`src/design/tscu_pkg.sv`:
```
// Shared types and constants for the Taylor sine/cosine unit.
// Holds the fixed-point widths, the control word layout and the reciprocal tables.
// No dependencies.
package tscu_pkg;

    localparam int FRAC_BITS = 24;
    localparam int MAX_TERMS = 16;

    localparam int ANGLE_W  = 27;
    localparam int AX_W     = 27;
    localparam int MAG_W    = 28;
    localparam int SUM_W    = 29;
    localparam int VALUE_W  = 28;
    localparam int THR_W    = 24;
    localparam int RECIP_W  = 30;
    localparam int PROD_W   = MAG_W + RECIP_W;
    localparam int SHIFT_W  = 6;
    localparam int COUNT_W  = $clog2(MAX_TERMS + 1);
    localparam int KIDX_W   = $clog2(MAX_TERMS);
    localparam int TIDX_W   = KIDX_W + 1;

    localparam logic [MAG_W-1:0] TERM_MAX = {MAG_W{1'b1}};
    localparam logic [MAG_W-1:0] ONE_MAG  = MAG_W'(64'd1 << FRAC_BITS);

    typedef enum logic
    {
        A_MAG,
        A_SCALED
    } a_sel_t;

    typedef enum logic
    {
        B_ANGLE,
        B_RECIP
    } b_sel_t;

    typedef enum logic [1:0]
    {
        BR_NEXT,
        BR_TEST,
        BR_END
    } branch_t;

    typedef struct packed
    {
        logic    mul_en;
        a_sel_t  a_sel;
        b_sel_t  b_sel;
        logic    div_en;
        logic    acc_en;
        logic    finish;
        branch_t br;
        logic [2:0] target;
    } ctrl_word_t;

    typedef struct packed
    {
        logic stop;
        logic last;
    } dp_status_t;

    // ceil(2^(28+l) / d) with 2^(l-1) < d <= 2^l: exact floor division of 28-bit values.
    // Entries 0..15 serve sine (d = n(n-1), n = 3,5,..), 16..31 cosine (n = 2,4,..).
    localparam logic [RECIP_W-1:0] RECIP_TABLE [2*MAX_TERMS] = '{
        RECIP_W'(((64'd1 << 31) + 64'd5)    / 64'd6),
        RECIP_W'(((64'd1 << 33) + 64'd19)   / 64'd20),
        RECIP_W'(((64'd1 << 34) + 64'd41)   / 64'd42),
        RECIP_W'(((64'd1 << 35) + 64'd71)   / 64'd72),
        RECIP_W'(((64'd1 << 35) + 64'd109)  / 64'd110),
        RECIP_W'(((64'd1 << 36) + 64'd155)  / 64'd156),
        RECIP_W'(((64'd1 << 36) + 64'd209)  / 64'd210),
        RECIP_W'(((64'd1 << 37) + 64'd271)  / 64'd272),
        RECIP_W'(((64'd1 << 37) + 64'd341)  / 64'd342),
        RECIP_W'(((64'd1 << 37) + 64'd419)  / 64'd420),
        RECIP_W'(((64'd1 << 37) + 64'd505)  / 64'd506),
        RECIP_W'(((64'd1 << 38) + 64'd599)  / 64'd600),
        RECIP_W'(((64'd1 << 38) + 64'd701)  / 64'd702),
        RECIP_W'(((64'd1 << 38) + 64'd811)  / 64'd812),
        RECIP_W'(((64'd1 << 38) + 64'd929)  / 64'd930),
        RECIP_W'(((64'd1 << 39) + 64'd1055) / 64'd1056),
        RECIP_W'(((64'd1 << 29) + 64'd1)    / 64'd2),
        RECIP_W'(((64'd1 << 32) + 64'd11)   / 64'd12),
        RECIP_W'(((64'd1 << 33) + 64'd29)   / 64'd30),
        RECIP_W'(((64'd1 << 34) + 64'd55)   / 64'd56),
        RECIP_W'(((64'd1 << 35) + 64'd89)   / 64'd90),
        RECIP_W'(((64'd1 << 36) + 64'd131)  / 64'd132),
        RECIP_W'(((64'd1 << 36) + 64'd181)  / 64'd182),
        RECIP_W'(((64'd1 << 36) + 64'd239)  / 64'd240),
        RECIP_W'(((64'd1 << 37) + 64'd305)  / 64'd306),
        RECIP_W'(((64'd1 << 37) + 64'd379)  / 64'd380),
        RECIP_W'(((64'd1 << 37) + 64'd461)  / 64'd462),
        RECIP_W'(((64'd1 << 38) + 64'd551)  / 64'd552),
        RECIP_W'(((64'd1 << 38) + 64'd649)  / 64'd650),
        RECIP_W'(((64'd1 << 38) + 64'd755)  / 64'd756),
        RECIP_W'(((64'd1 << 38) + 64'd869)  / 64'd870),
        RECIP_W'(((64'd1 << 38) + 64'd991)  / 64'd992)
    };

    localparam logic [SHIFT_W-1:0] SHIFT_TABLE [2*MAX_TERMS] = '{
        6'd31, 6'd33, 6'd34, 6'd35, 6'd35, 6'd36, 6'd36, 6'd37,
        6'd37, 6'd37, 6'd37, 6'd38, 6'd38, 6'd38, 6'd38, 6'd39,
        6'd29, 6'd32, 6'd33, 6'd34, 6'd35, 6'd36, 6'd36, 6'd36,
        6'd37, 6'd37, 6'd37, 6'd38, 6'd38, 6'd38, 6'd38, 6'd38
    };

endpackage

```
`src/design/tscu_seq.sv`:
```
// Microcode sequencer: step counter, control store and branch logic.
// Depends on tscu_pkg for the control word and datapath status types.
module tscu_seq
(
    input  logic                  clk,
    input  logic                  rst_n,
    input  logic                  go,
    input  tscu_pkg::dp_status_t  status,
    output tscu_pkg::ctrl_word_t  ctrl,
    output logic                  busy
);

    localparam logic [2:0] PC_MUL_FIRST = 3'd0;
    localparam logic [2:0] PC_MUL_LOOP  = 3'd1;
    localparam logic [2:0] PC_MUL_RECIP = 3'd2;
    localparam logic [2:0] PC_DIVIDE    = 3'd3;
    localparam logic [2:0] PC_ACCUM     = 3'd4;
    localparam logic [2:0] PC_FINISH    = 3'd5;

    logic [2:0]            pc_reg;
    logic [2:0]            pc_next;
    logic                  busy_reg;
    logic                  busy_next;
    tscu_pkg::ctrl_word_t  rom_word;

    always_comb
    begin
        rom_word = '{mul_en: 1'b0, a_sel: tscu_pkg::A_MAG, b_sel: tscu_pkg::B_ANGLE,
                     div_en: 1'b0, acc_en: 1'b0, finish: 1'b0,
                     br: tscu_pkg::BR_END, target: PC_FINISH};
        case (pc_reg)
            PC_MUL_FIRST:
            begin
                rom_word.mul_en = 1'b1;
                rom_word.br     = tscu_pkg::BR_NEXT;
            end
            PC_MUL_LOOP:
            begin
                rom_word.mul_en = 1'b1;
                rom_word.a_sel  = tscu_pkg::A_SCALED;
                rom_word.br     = tscu_pkg::BR_NEXT;
            end
            PC_MUL_RECIP:
            begin
                rom_word.mul_en = 1'b1;
                rom_word.a_sel  = tscu_pkg::A_SCALED;
                rom_word.b_sel  = tscu_pkg::B_RECIP;
                rom_word.br     = tscu_pkg::BR_NEXT;
            end
            PC_DIVIDE:
            begin
                rom_word.div_en = 1'b1;
                rom_word.br     = tscu_pkg::BR_NEXT;
            end
            PC_ACCUM:
            begin
                rom_word.acc_en = 1'b1;
                rom_word.mul_en = 1'b1;
                rom_word.br     = tscu_pkg::BR_TEST;
                rom_word.target = PC_MUL_LOOP;
            end
            PC_FINISH:
            begin
                rom_word.finish = 1'b1;
            end
            default:
            begin
                rom_word.br = tscu_pkg::BR_END;
            end
        endcase
    end

    always_comb
    begin
        ctrl = rom_word;
        if (!busy_reg)
        begin
            ctrl.mul_en = 1'b0;
            ctrl.div_en = 1'b0;
            ctrl.acc_en = 1'b0;
            ctrl.finish = 1'b0;
        end
    end

    always_comb
    begin
        pc_next   = pc_reg;
        busy_next = busy_reg;
        if (go)
        begin
            pc_next   = PC_MUL_FIRST;
            busy_next = 1'b1;
        end
        else if (busy_reg)
        begin
            case (rom_word.br)
                tscu_pkg::BR_NEXT: pc_next = pc_reg + 3'd1;
                tscu_pkg::BR_TEST:
                begin
                    if (status.stop || status.last)
                        pc_next = PC_FINISH;
                    else
                        pc_next = rom_word.target;
                end
                tscu_pkg::BR_END:  busy_next = 1'b0;
                default:           busy_next = 1'b0;
            endcase
        end
    end

    always_ff @(posedge clk or negedge rst_n)
    begin
        if (!rst_n)
        begin
            pc_reg   <= PC_MUL_FIRST;
            busy_reg <= 1'b0;
        end
        else
        begin
            pc_reg   <= pc_next;
            busy_reg <= busy_next;
        end
    end

    assign busy = busy_reg;

endmodule

```
`src/design/tscu_datapath.sv`:
```
// Datapath: shared multiplier, term magnitude, running sum, counters and result registers.
// Depends on tscu_pkg for widths, reciprocal tables and control types.
module tscu_datapath
(
    input  logic                                     clk,
    input  logic                                     rst_n,
    input  logic                                     go,
    input  logic                                     command,
    input  logic signed [tscu_pkg::ANGLE_W-1:0]      angle,
    input  logic                                     cfg_write_en,
    input  logic [tscu_pkg::THR_W-1:0]               cfg_write_data,
    input  tscu_pkg::ctrl_word_t                     ctrl,
    output tscu_pkg::dp_status_t                     status,
    output logic signed [tscu_pkg::VALUE_W-1:0]      value,
    output logic [tscu_pkg::COUNT_W-1:0]             terms_used,
    output logic                                     limit_hit,
    output logic                                     done
);

    localparam int HI_W = tscu_pkg::PROD_W - tscu_pkg::FRAC_BITS;

    logic [tscu_pkg::THR_W-1:0]          thr_reg;
    logic [tscu_pkg::AX_W-1:0]           ax_reg;
    logic                                cos_reg;
    logic [tscu_pkg::MAG_W-1:0]          mag_reg;
    logic [tscu_pkg::PROD_W-1:0]         prod_reg;
    logic signed [tscu_pkg::SUM_W-1:0]   sum_reg;
    logic [tscu_pkg::COUNT_W-1:0]        count_reg;
    logic                                sign_reg;
    logic                                limit_reg;
    logic signed [tscu_pkg::VALUE_W-1:0] value_reg;
    logic [tscu_pkg::COUNT_W-1:0]        terms_reg;
    logic                                limit_hit_reg;
    logic                                done_reg;

    logic [tscu_pkg::AX_W-1:0]           ax_in;
    logic [HI_W-1:0]                     prod_hi;
    logic [tscu_pkg::MAG_W-1:0]          scaled;
    logic [tscu_pkg::TIDX_W-1:0]         tidx;
    logic [tscu_pkg::MAG_W-1:0]          mul_a;
    logic [tscu_pkg::RECIP_W-1:0]        mul_b;
    logic [tscu_pkg::PROD_W-1:0]         prod_next;
    logic [tscu_pkg::PROD_W-1:0]         quot_full;
    logic signed [tscu_pkg::SUM_W:0]     term;
    logic signed [tscu_pkg::SUM_W:0]     sum_wide;
    logic signed [tscu_pkg::SUM_W-1:0]   sum_next;
    logic signed [tscu_pkg::VALUE_W-1:0] value_next;

    assign ax_in   = angle[tscu_pkg::ANGLE_W-1] ? tscu_pkg::AX_W'(-angle)
                                                : tscu_pkg::AX_W'(angle);
    assign prod_hi = prod_reg[tscu_pkg::PROD_W-1:tscu_pkg::FRAC_BITS];
    assign scaled  = (|prod_hi[HI_W-1:tscu_pkg::MAG_W]) ? tscu_pkg::TERM_MAX
                                                        : prod_hi[tscu_pkg::MAG_W-1:0];
    assign tidx    = {cos_reg, count_reg[tscu_pkg::KIDX_W-1:0]};

    assign mul_a     = (ctrl.a_sel == tscu_pkg::A_SCALED) ? scaled : mag_reg;
    assign mul_b     = (ctrl.b_sel == tscu_pkg::B_RECIP) ? tscu_pkg::RECIP_TABLE[tidx]
                                                         : tscu_pkg::RECIP_W'(ax_reg);
    assign prod_next = tscu_pkg::PROD_W'(mul_a) * tscu_pkg::PROD_W'(mul_b);
    assign quot_full = prod_reg >> tscu_pkg::SHIFT_TABLE[tidx];

    assign term     = sign_reg ? -$signed({2'b00, mag_reg}) : $signed({2'b00, mag_reg});
    assign sum_wide = (tscu_pkg::SUM_W + 1)'(sum_reg) + term;
    assign sum_next = (sum_wide[tscu_pkg::SUM_W] != sum_wide[tscu_pkg::SUM_W-1])
                    ? {sum_wide[tscu_pkg::SUM_W], {(tscu_pkg::SUM_W-1){~sum_wide[tscu_pkg::SUM_W]}}}
                    : sum_wide[tscu_pkg::SUM_W-1:0];

    assign value_next = (sum_reg[tscu_pkg::SUM_W-1] != sum_reg[tscu_pkg::SUM_W-2])
                      ? {sum_reg[tscu_pkg::SUM_W-1],
                         {(tscu_pkg::VALUE_W-1){~sum_reg[tscu_pkg::SUM_W-1]}}}
                      : sum_reg[tscu_pkg::VALUE_W-1:0];

    assign status.stop = (mag_reg <= tscu_pkg::MAG_W'(thr_reg));
    assign status.last = (count_reg == tscu_pkg::COUNT_W'(tscu_pkg::MAX_TERMS - 1));

    always_ff @(posedge clk or negedge rst_n)
    begin
        if (!rst_n)
        begin
            thr_reg   <= tscu_pkg::THR_W'(17);
            done_reg  <= 1'b0;
            count_reg <= '0;
            limit_reg <= 1'b0;
            sign_reg  <= 1'b1;
        end
        else
        begin
            done_reg <= ctrl.finish;
            if (cfg_write_en)
                thr_reg <= cfg_write_data;
            if (go)
            begin
                count_reg <= '0;
                limit_reg <= 1'b0;
                sign_reg  <= command | ~angle[tscu_pkg::ANGLE_W-1];
            end
            else if (ctrl.acc_en)
            begin
                count_reg <= count_reg + tscu_pkg::COUNT_W'(1);
                limit_reg <= ~status.stop & status.last;
                sign_reg  <= ~sign_reg;
            end
        end
    end

    always_ff @(posedge clk)
    begin
        if (go)
        begin
            ax_reg  <= ax_in;
            cos_reg <= command;
            if (command)
            begin
                mag_reg <= tscu_pkg::ONE_MAG;
                sum_reg <= tscu_pkg::SUM_W'(tscu_pkg::ONE_MAG);
            end
            else
            begin
                mag_reg <= tscu_pkg::MAG_W'(ax_in);
                sum_reg <= tscu_pkg::SUM_W'(angle);
            end
        end
        else
        begin
            if (ctrl.div_en)
                mag_reg <= quot_full[tscu_pkg::MAG_W-1:0];
            if (ctrl.acc_en)
                sum_reg <= sum_next;
        end
        if (ctrl.mul_en)
            prod_reg <= prod_next;
        if (ctrl.finish)
        begin
            value_reg     <= value_next;
            terms_reg     <= count_reg;
            limit_hit_reg <= limit_reg;
        end
    end

    assign value      = value_reg;
    assign terms_used = terms_reg;
    assign limit_hit  = limit_hit_reg;
    assign done       = done_reg;

endmodule

```
`src/design/taylor_sine_cosine_unit_core.sv`:
```
// Top level of the Taylor sine/cosine unit: sequencer plus datapath.
// Depends on tscu_pkg, tscu_seq and tscu_datapath.
//
// Usage: raise start with command (0 sine, 1 cosine) and a signed Q3.24 angle; the
// transfer happens at a clock edge where start is high and busy is low. busy stays
// high while the series runs. The result (Q4.24 value, saturated, terms_used and
// limit_hit) sits on its ports when done pulses for one cycle; the outputs hold
// their values afterwards but only the done cycle marks a transfer. The receiver
// cannot stall: the result is taken at the edge that ends the done cycle.
// Each series adds N correction terms, 1 to 16. Each term takes four steps of the
// microcode program on the one shared 28x30 multiplier (two scaling products, one
// reciprocal product, one shift), with the next term's first product overlapped
// with the accumulate step. busy falls with done, so a new start is taken at the
// edge that ends the done cycle. stop_threshold is written through cfg_write_en and
// cfg_write_data; the user must write it only while idle, as the block itself does
// not enforce this. Reset sets it to 17 and returns the sequencer to idle with busy
// and done low.
module taylor_sine_cosine_unit_core
(
    input  logic                                 clk,
    input  logic                                 rst_n,
    input  logic                                 start,
    output logic                                 busy,
    input  logic                                 command,
    input  logic signed [tscu_pkg::ANGLE_W-1:0]  angle,
    input  logic                                 cfg_write_en,
    input  logic [tscu_pkg::THR_W-1:0]           cfg_write_data,
    output logic                                 done,
    output logic signed [tscu_pkg::VALUE_W-1:0]  value,
    output logic [tscu_pkg::COUNT_W-1:0]         terms_used,
    output logic                                 limit_hit
);

    logic                  go;
    tscu_pkg::ctrl_word_t  ctrl;
    tscu_pkg::dp_status_t  status;

    assign go = start & ~busy;

    tscu_seq u_seq
    (
        .clk    (clk),
        .rst_n  (rst_n),
        .go     (go),
        .status (status),
        .ctrl   (ctrl),
        .busy   (busy)
    );

    tscu_datapath u_datapath
    (
        .clk            (clk),
        .rst_n          (rst_n),
        .go             (go),
        .command        (command),
        .angle          (angle),
        .cfg_write_en   (cfg_write_en),
        .cfg_write_data (cfg_write_data),
        .ctrl           (ctrl),
        .status         (status),
        .value          (value),
        .terms_used     (terms_used),
        .limit_hit      (limit_hit),
        .done           (done)
    );

    a_done_idle: assert property (@(posedge clk) disable iff (!rst_n)
        done |-> !busy)
        else $error("done while busy");

    a_start_busy: assert property (@(posedge clk) disable iff (!rst_n)
        start && !busy |=> busy && !done)
        else $error("accepted transfer did not raise busy");

    a_busy_end: assert property (@(posedge clk) disable iff (!rst_n)
        $fell(busy) |-> done)
        else $error("busy dropped without a result");

    a_terms_range: assert property (@(posedge clk) disable iff (!rst_n)
        done |-> terms_used != '0
                 && terms_used <= tscu_pkg::COUNT_W'(tscu_pkg::MAX_TERMS))
        else $error("terms_used out of range");

    a_limit_count: assert property (@(posedge clk) disable iff (!rst_n)
        done && limit_hit |-> terms_used == tscu_pkg::COUNT_W'(tscu_pkg::MAX_TERMS))
        else $error("limit flagged before the term limit");

endmodule

```
`config.mk`:
```
export PLATFORM = sky130hd
export DESIGN_NAME = taylor_sine_cosine_unit_core
export DESIGN_NICKNAME = d
export VERILOG_FILES = /design/src/design/tscu_pkg.sv /design/src/design/tscu_seq.sv /design/src/design/tscu_datapath.sv /design/src/design/taylor_sine_cosine_unit_core.sv
export SDC_FILE = /design/constraint.sdc
export NUM_CORES = 2
export LEC_CHECK = 0
export BUFFER_PORTS_ARGS = -buffer_cell sky130_fd_sc_hd__buf_2
export CORE_MARGIN = 2
export CORE_UTILIZATION = 40
export CTS_CLUSTER_DIAMETER = 100
export CTS_CLUSTER_SIZE = 10
export DETAILED_ROUTE_END_ITERATION = 6
export PLACE_DENSITY = 0.6
export REMOVE_ABC_BUFFERS = 1
export SLEW_MARGIN = 15
export SYNTH_ARGS = -nofsm -noshare
export SYNTH_HDL_FRONTEND = slang
export SYNTH_SLANG_ARGS = --single-unit
```
`constraint.sdc`:
```
create_clock -name clk -period 9.9 [get_ports clk]
set_input_delay 2.475 -clock clk [delete_from_list [all_inputs] [get_ports clk]]
set_output_delay 2.475 -clock clk [all_outputs]
set_load 0.01 [all_outputs]
```
Word level (Yosys, flattened, before mapping)
Memory sizes are Yosys's and may differ from the RTL's.
Cells that the tools add are included.
Word-level totals
  flip-flop bits (word level): 213
  memory bits (read-only): 1152
  word-level logic and storage cells: 98
  memories kept: 2
Operators by class
  add/subtract/negate cells: 5
  $mul: 1
  magnitude comparators: 2
  eq/ne operators: 9
  shift-type cells: 1
  mux-type cells: 40
  bitwise operators: 10
  reduce and logical (&&, ||, !) cells: 13
Memories
  (name not given): words 32, bits a word 30, rd ports 1, clocked after memory_dff 0, write ports 0, RTL line tscu_datapath.sv:57  | assign mul_b = (ctrl.b_sel == tscu_pkg::B_RECIP) ? tscu_pkg::RECIP_TABLE[tidx]
  (name not given): words 32, bits a word 6, rd ports 1, clocked after memory_dff 0, write ports 0, RTL line tscu_datapath.sv:60  | assign quot_full = prod_reg >> tscu_pkg::SHIFT_TABLE[tidx];
Operators by type and width (count)
  28-bit 2-to-1 mux: 5
  30-bit 2-to-1 mux: 4
  29-bit 2-to-1 mux: 4
  28-bit by 30-bit multiplier with 58-bit output: 1
  58-bit by 6-bit right shift with 28-bit output: 1
  27-bit 2-to-1 mux: 2
  29-bit by 30-bit adder with 30-bit output: 1
  28-bit negator with 30-bit output: 1
  28-bit by 24-bit <= comparator with 1-bit output: 1
  27-bit negator: 1
  3-bit 2-to-1 mux: 5
  1-bit 2-to-1 mux: 14
  6-bit 2-to-1 mux: 2
  5-bit 2-to-1 mux: 2
  4-bit OR reduction: 2
  3-bit by 2-bit equality test with 1-bit output (second input constant): 2
  3-bit equality test (second input constant): 2
  6-bit greater-or-equal comparator (second input constant): 1
  1-bit NOT: 6
  5-bit NOT with 6-bit output: 1
  3-bit case mux with 2 select lines: 1
  2-bit nonzero test: 3
  6-bit OR reduction: 1
  5-bit by 1-bit adder with 5-bit output (second input constant): 1
  14 further kinds: 17

Depth between registers and ports, before layout
  word-level depth: 8
  gate-level depth with buffers: 38
  depth with buffers taken out: 34

By module
From an unflattened synthesis, not the netlist that was laid out.
Second synthesis, totals
  cell total of the unflattened synthesis: 4469
  area, all modules: 39281.4 um^2
Modules (own cells, without submodules)
  tscu_datapath: instances 1, cells an instance 4426, area each 38891.0 um^2, sequential area each 5398.9 um^2
  tscu_seq: instances 1, cells an instance 42, area each 376.6 um^2, sequential area each 100.1 um^2
  taylor_sine_cosine_unit_core: instances 1, cells an instance 1, area each 13.8 um^2, sequential area each 0.0 um^2

Least setup slack after synthesis
Ideal clock, no wire load.
  path kind: register -> register
  from: register u_datapath.count_reg[0] in the netlist's numbering
  to: register u_datapath.prod_reg[56] in the netlist's numbering (data pin)
  setup time: 0.264 ns
  arrival time: 8.966 ns
  data required time: 9.636 ns
  path slack: 0.670 ns
  stages on the path, launching flop included: 35
  buffers on the path: 4
  clock period less this slack: 9.230 ns
  cells stage by stage: dfrtp_1 > clkbuf_1 > inv_1 > ha_1 > clkbuf_1 > nand2_1 > a21oi_1 > nor2_1 > a31oi_1 > a21oi_1 > a41o_1 > mux2i_1 > clkbuf_1 > nor2_1 > fa_1 > inv_1 > fa_1 > inv_1 > fa_1 > fa_1 > fa_1 > fa_1 > inv_1 > fa_1 > inv_1 > ha_1 > clkbuf_1 > nand4_1 > or3_1 > or3_1 > o21ai_1 > a31oi_1 > o31ai_1 > a221oi_1 > xnor2_1
On the way
  word-level cells in the longest chain between the ends: 6
RTL lines
  start, declared: RTL line tscu_datapath.sv:28  | logic [tscu_pkg::COUNT_W-1:0] count_reg;
  start signal, assigned: RTL line tscu_datapath.sv:99  | count_reg <= count_reg + tscu_pkg::COUNT_W'(1);
  5-bit NOT with 6-bit output (not written as such): RTL line tscu_datapath.sv:57
  memory 32 x 30 bit
  30-bit 2-to-1 mux (not written as such) (2 in series): RTL line tscu_datapath.sv:57
  30-bit 2-to-1 mux: RTL line tscu_datapath.sv:57
  28-bit by 30-bit multiplier with 58-bit output: RTL line tscu_datapath.sv:59  | assign prod_next = tscu_pkg::PROD_W'(mul_a) * tscu_pkg::PROD_W'(mul_b);
  via u_datapath.prod_next, one bit: RTL line tscu_datapath.sv:42  | logic [tscu_pkg::PROD_W-1:0] prod_next;
  end signal, assigned: RTL line tscu_datapath.sv:131  | prod_reg <= prod_next;
  end, declared: RTL line tscu_datapath.sv:26  | logic [tscu_pkg::PROD_W-1:0] prod_reg;
The timed path passes the listed nets, and every way through them passes these cells. The select of a mux whose other input is x is not followed.
A chain may end at the register's enable or synchronous reset.

Final worst setup path
  from: register u_datapath.count_reg[1] in the netlist's numbering
  to: register u_datapath.prod_reg[56] in the netlist's numbering (data pin)
The elaborated chain is that of the path after synthesis.

==> impl_metrics.py <==
metrics = {
    "floorplanning": {
        "floorplan.initialDensity": 0.4041,
        "die_area_um2": 100200,
        "floorplan.die.height_um": 316.6,
        "core_area_um2": 96710,
        "pin_count": 92,
        "row_count": 114,
        "dieWidth_um": 316.6,
    },
    "layout": {
        "filler_cell_count": 9732,
        "largest_register_ffs": 34,
        "area_of_the_multi_input_gates_um2": 29550,
        "finalNetCount": 5631,
        "layout.area.seq_um2": 5500,
        "final-instance-count-excl-fill": 5865,
        "area_growth_pct": 8.887,
        "drive_gt1_frac": 0.08564,
        "ant_diodes": 0,
    },
    "min_path": {
        "hp-class": "reg2reg",
    },
    "worst_setup_path": {
        "critPathBufInv": 8,
        "reg2regPathDepth": 34,
        "cp_data_arrival_time_ns": 9.85,
        "critical_path_required_ns": 10.11,
        "cp-end-kind": "flip-flop",
        "setup.worst_path.start_class": "flip-flop",
        "worstReg2RegEnd": "u_datapath.prod_reg[56]",
        "critPathMostFrequentCell": "fa_1",
        "setup.worst_path.end": "u_datapath.prod_reg[56]",
        "worstSetupPathType": "reg2reg",
        "r2r_start": "u_datapath.count_reg[1]",
        "worst-path-max-fanout": 11,
        "ff2ff_setup_slack_ns": 0.26,
        "timing.critical_path.slowest_cell_delay_ns": 0.53,
        "crit_family": "adder cells",
        "worstSetupPathDepth": 34,
        "worstSetupStartpoint": "u_datapath.count_reg[1]",
        "critical-path-slowest-cell": "fa_1",
    },
    "sta": {
        "skew_ns": 0.01338,
        "final_period_minus_worst_setup_slack_ns": 9.640,
        "slew_headroom": 0.1262,
        "fmaxAchievable_ghz": 0.1037,
        "final_max_slew_viol_count": 0,
        "final_worst_path_cycle_share": 0.9737,
        "worst_pin_slew_ns": 1.302,
        "finalSetupViolations": 0,
        "rsz0062_at_grt": "false",
        "final_number_of_hold_violating_endpoints": 0,
    },
    "yosys": {
        "synth_top_cell_area_share": 0.3596,
        "synth-async-reset-ratio": 0.1905,
        "library_cells_used_by_synthesis": 73,
        "yosys-top-cells-area": "fa_1 36%, edfxtp_1 12%, ha_1 9.5%, inv_1 8.4%, nand2_1 6.6%",
        "syn_avg_cell_area_um2": 8.681,
        "number_of_warnings_reported_in_the_yosys_synthesis_log": 0,
        "netlist.top_cell.by_area": "fa_1",
        "mappedNetlistArea_um2": 39080,
        "ys_ff_latch": 189,
        "postSynthCellCount": 4502,
        "synthMostInstantiatedCell": "inv_1",
        "synth_common_cells": "877 x inv_1, 702 x fa_1, 689 x nand2_1",
        "synth_enable_flop_cells": 153,
        "yosys_most_used_dff": "edfxtp_1",
        "synth_seq_area_share": 0.1407,
    },
    "route": {
        "drtIter0Drc": 3066,
        "route.vias.total": 32247,
        "ant_nets": 0,
        "wl_mm": 135.7,
        "post-route-drc-count": 0,
        "routed_via_density": 5.498,
        "detailedRoute.firstPassIterationCount": 6,
        "post_drt_wl_per_cell_um": 23.13,
    },
    "cts": {
        "tritoncts": "yes",
        "htreeDepth": 4,
        "clk-insertion-delay-late_ns": 0.47,
        "cts_buffers": 17,
        "cts_root_buffer": "clkbuf_16",
        "cts.path.max_buffers": 2,
        "cts.clk_slew.worst_paths_ns": 0.07,
        "tritoncts_num_sinks": 189,
    },
    "placement": {
        "buffer_ports.inserted": 91,
        "hpwlAfterDp_mm": 111.0,
        "finalWeightedCongestion": 1.021,
        "dpl.cell_count": 5831,
    },
    "global_route": {
        "grt_pass1_vias": 32957,
        "initial_antenna_violation_count": 1,
        "overflow": 0,
        "grt_start_max_net_pins": 85,
        "grt_pass1_wl_mm": 205.4,
        "grt_util_all_layers": 0.2759,
    },
    "flow_run": {
        "max_cap_violations": 0,
    },
    "outcome": {
        "outcome": "finished clean",
    },
}
-- area by class of cell --
cell class | count | area share
clock buffers | 17 | 0.009996
clock inverters | 15 | 0.004675
inverters | 877 | 0.07735
multi-input cells | 3207 | 0.6944
flip-flops and latches | 189 | 0.1292
well taps | 1276 | 0.03752
repair buffers | 284 | 0.04681
-- cell usage in the layout (no fill, tap or decap), types with 32 or more instances in the layout --
master / n
inv_1: 876
fa_1: 702
nand2_1: 686
nor2_1: 486
ha_1: 296
buf_4: 186
edfxtp_1: 153
a21oi_1: 149
o21ai_0: 132
buf_2: 91
xnor2_1: 84
mux2i_1: 81
a21o_1: 74
o21ai_1: 59
o21a_1: 49
dfrtp_1: 32
-- timing repair --
item / in CTS / in global routing
buffers inserted: 0 / 2
endpoints found under the setup margin: 0 / 6
gates resized for setup: 0 / 6
hold buffers: 0 / 0
-- worst min path at each step --
stage / startpoint / end / cells past startpoint
2_1_floorplan: u_datapath.limit_reg / u_datapath.limit_hit / 0
3_3_place_gp: u_datapath.limit_reg / u_datapath.limit_hit / 0
3_5_place_dp: u_datapath.limit_reg / u_datapath.limit_hit / 0
4_1_cts: u_datapath.limit_reg / u_datapath.limit_hit / 0
5_1_grt: u_datapath.limit_reg / u_datapath.limit_hit / 0
6_report: u_datapath.limit_reg / u_datapath.limit_hit / 0
-- metal layers --
layer	global-route usage	vias up	share of wire
met2	0.4381	1377	0.45
met5	0	-	0
met4	0.09659	0	0.042
li1	-	14190	-
met1	0.3862	16425	0.43
met3	0.03970	255	0.077
-- logic make-up after synthesis --
family,synth area share
AND/OR/NAND/NOR,0.1410
adder cells (fa/ha/maj),0.4547
flip-flops,0.1407
buffers and inverters,0.1068
XOR/XNOR,0.02593
multiplexers,0.02468
AO/OA/AOI/OAI,0.1063
-- per-stage QoR --
stage                 util  setup WS (ns)  hold slack (ns)  cell area, um^2  setup TNS, ns
floorplan                -         -3.324           0.4248            38200         -89.64
global placement    0.4331         0.1117           0.4372            41890              0
detailed placement  0.4332         0.2818           0.4437            41890              0
CTS                 0.4396         0.2182           0.4610            42520              0
global route        0.4401       0.006084           0.4789            42560              0
finish              0.4401         0.2604           0.4577            42560              0
Power is not shown: default switching activity piles up to over one toggle a cycle in this logic, so the estimate is an artifact.
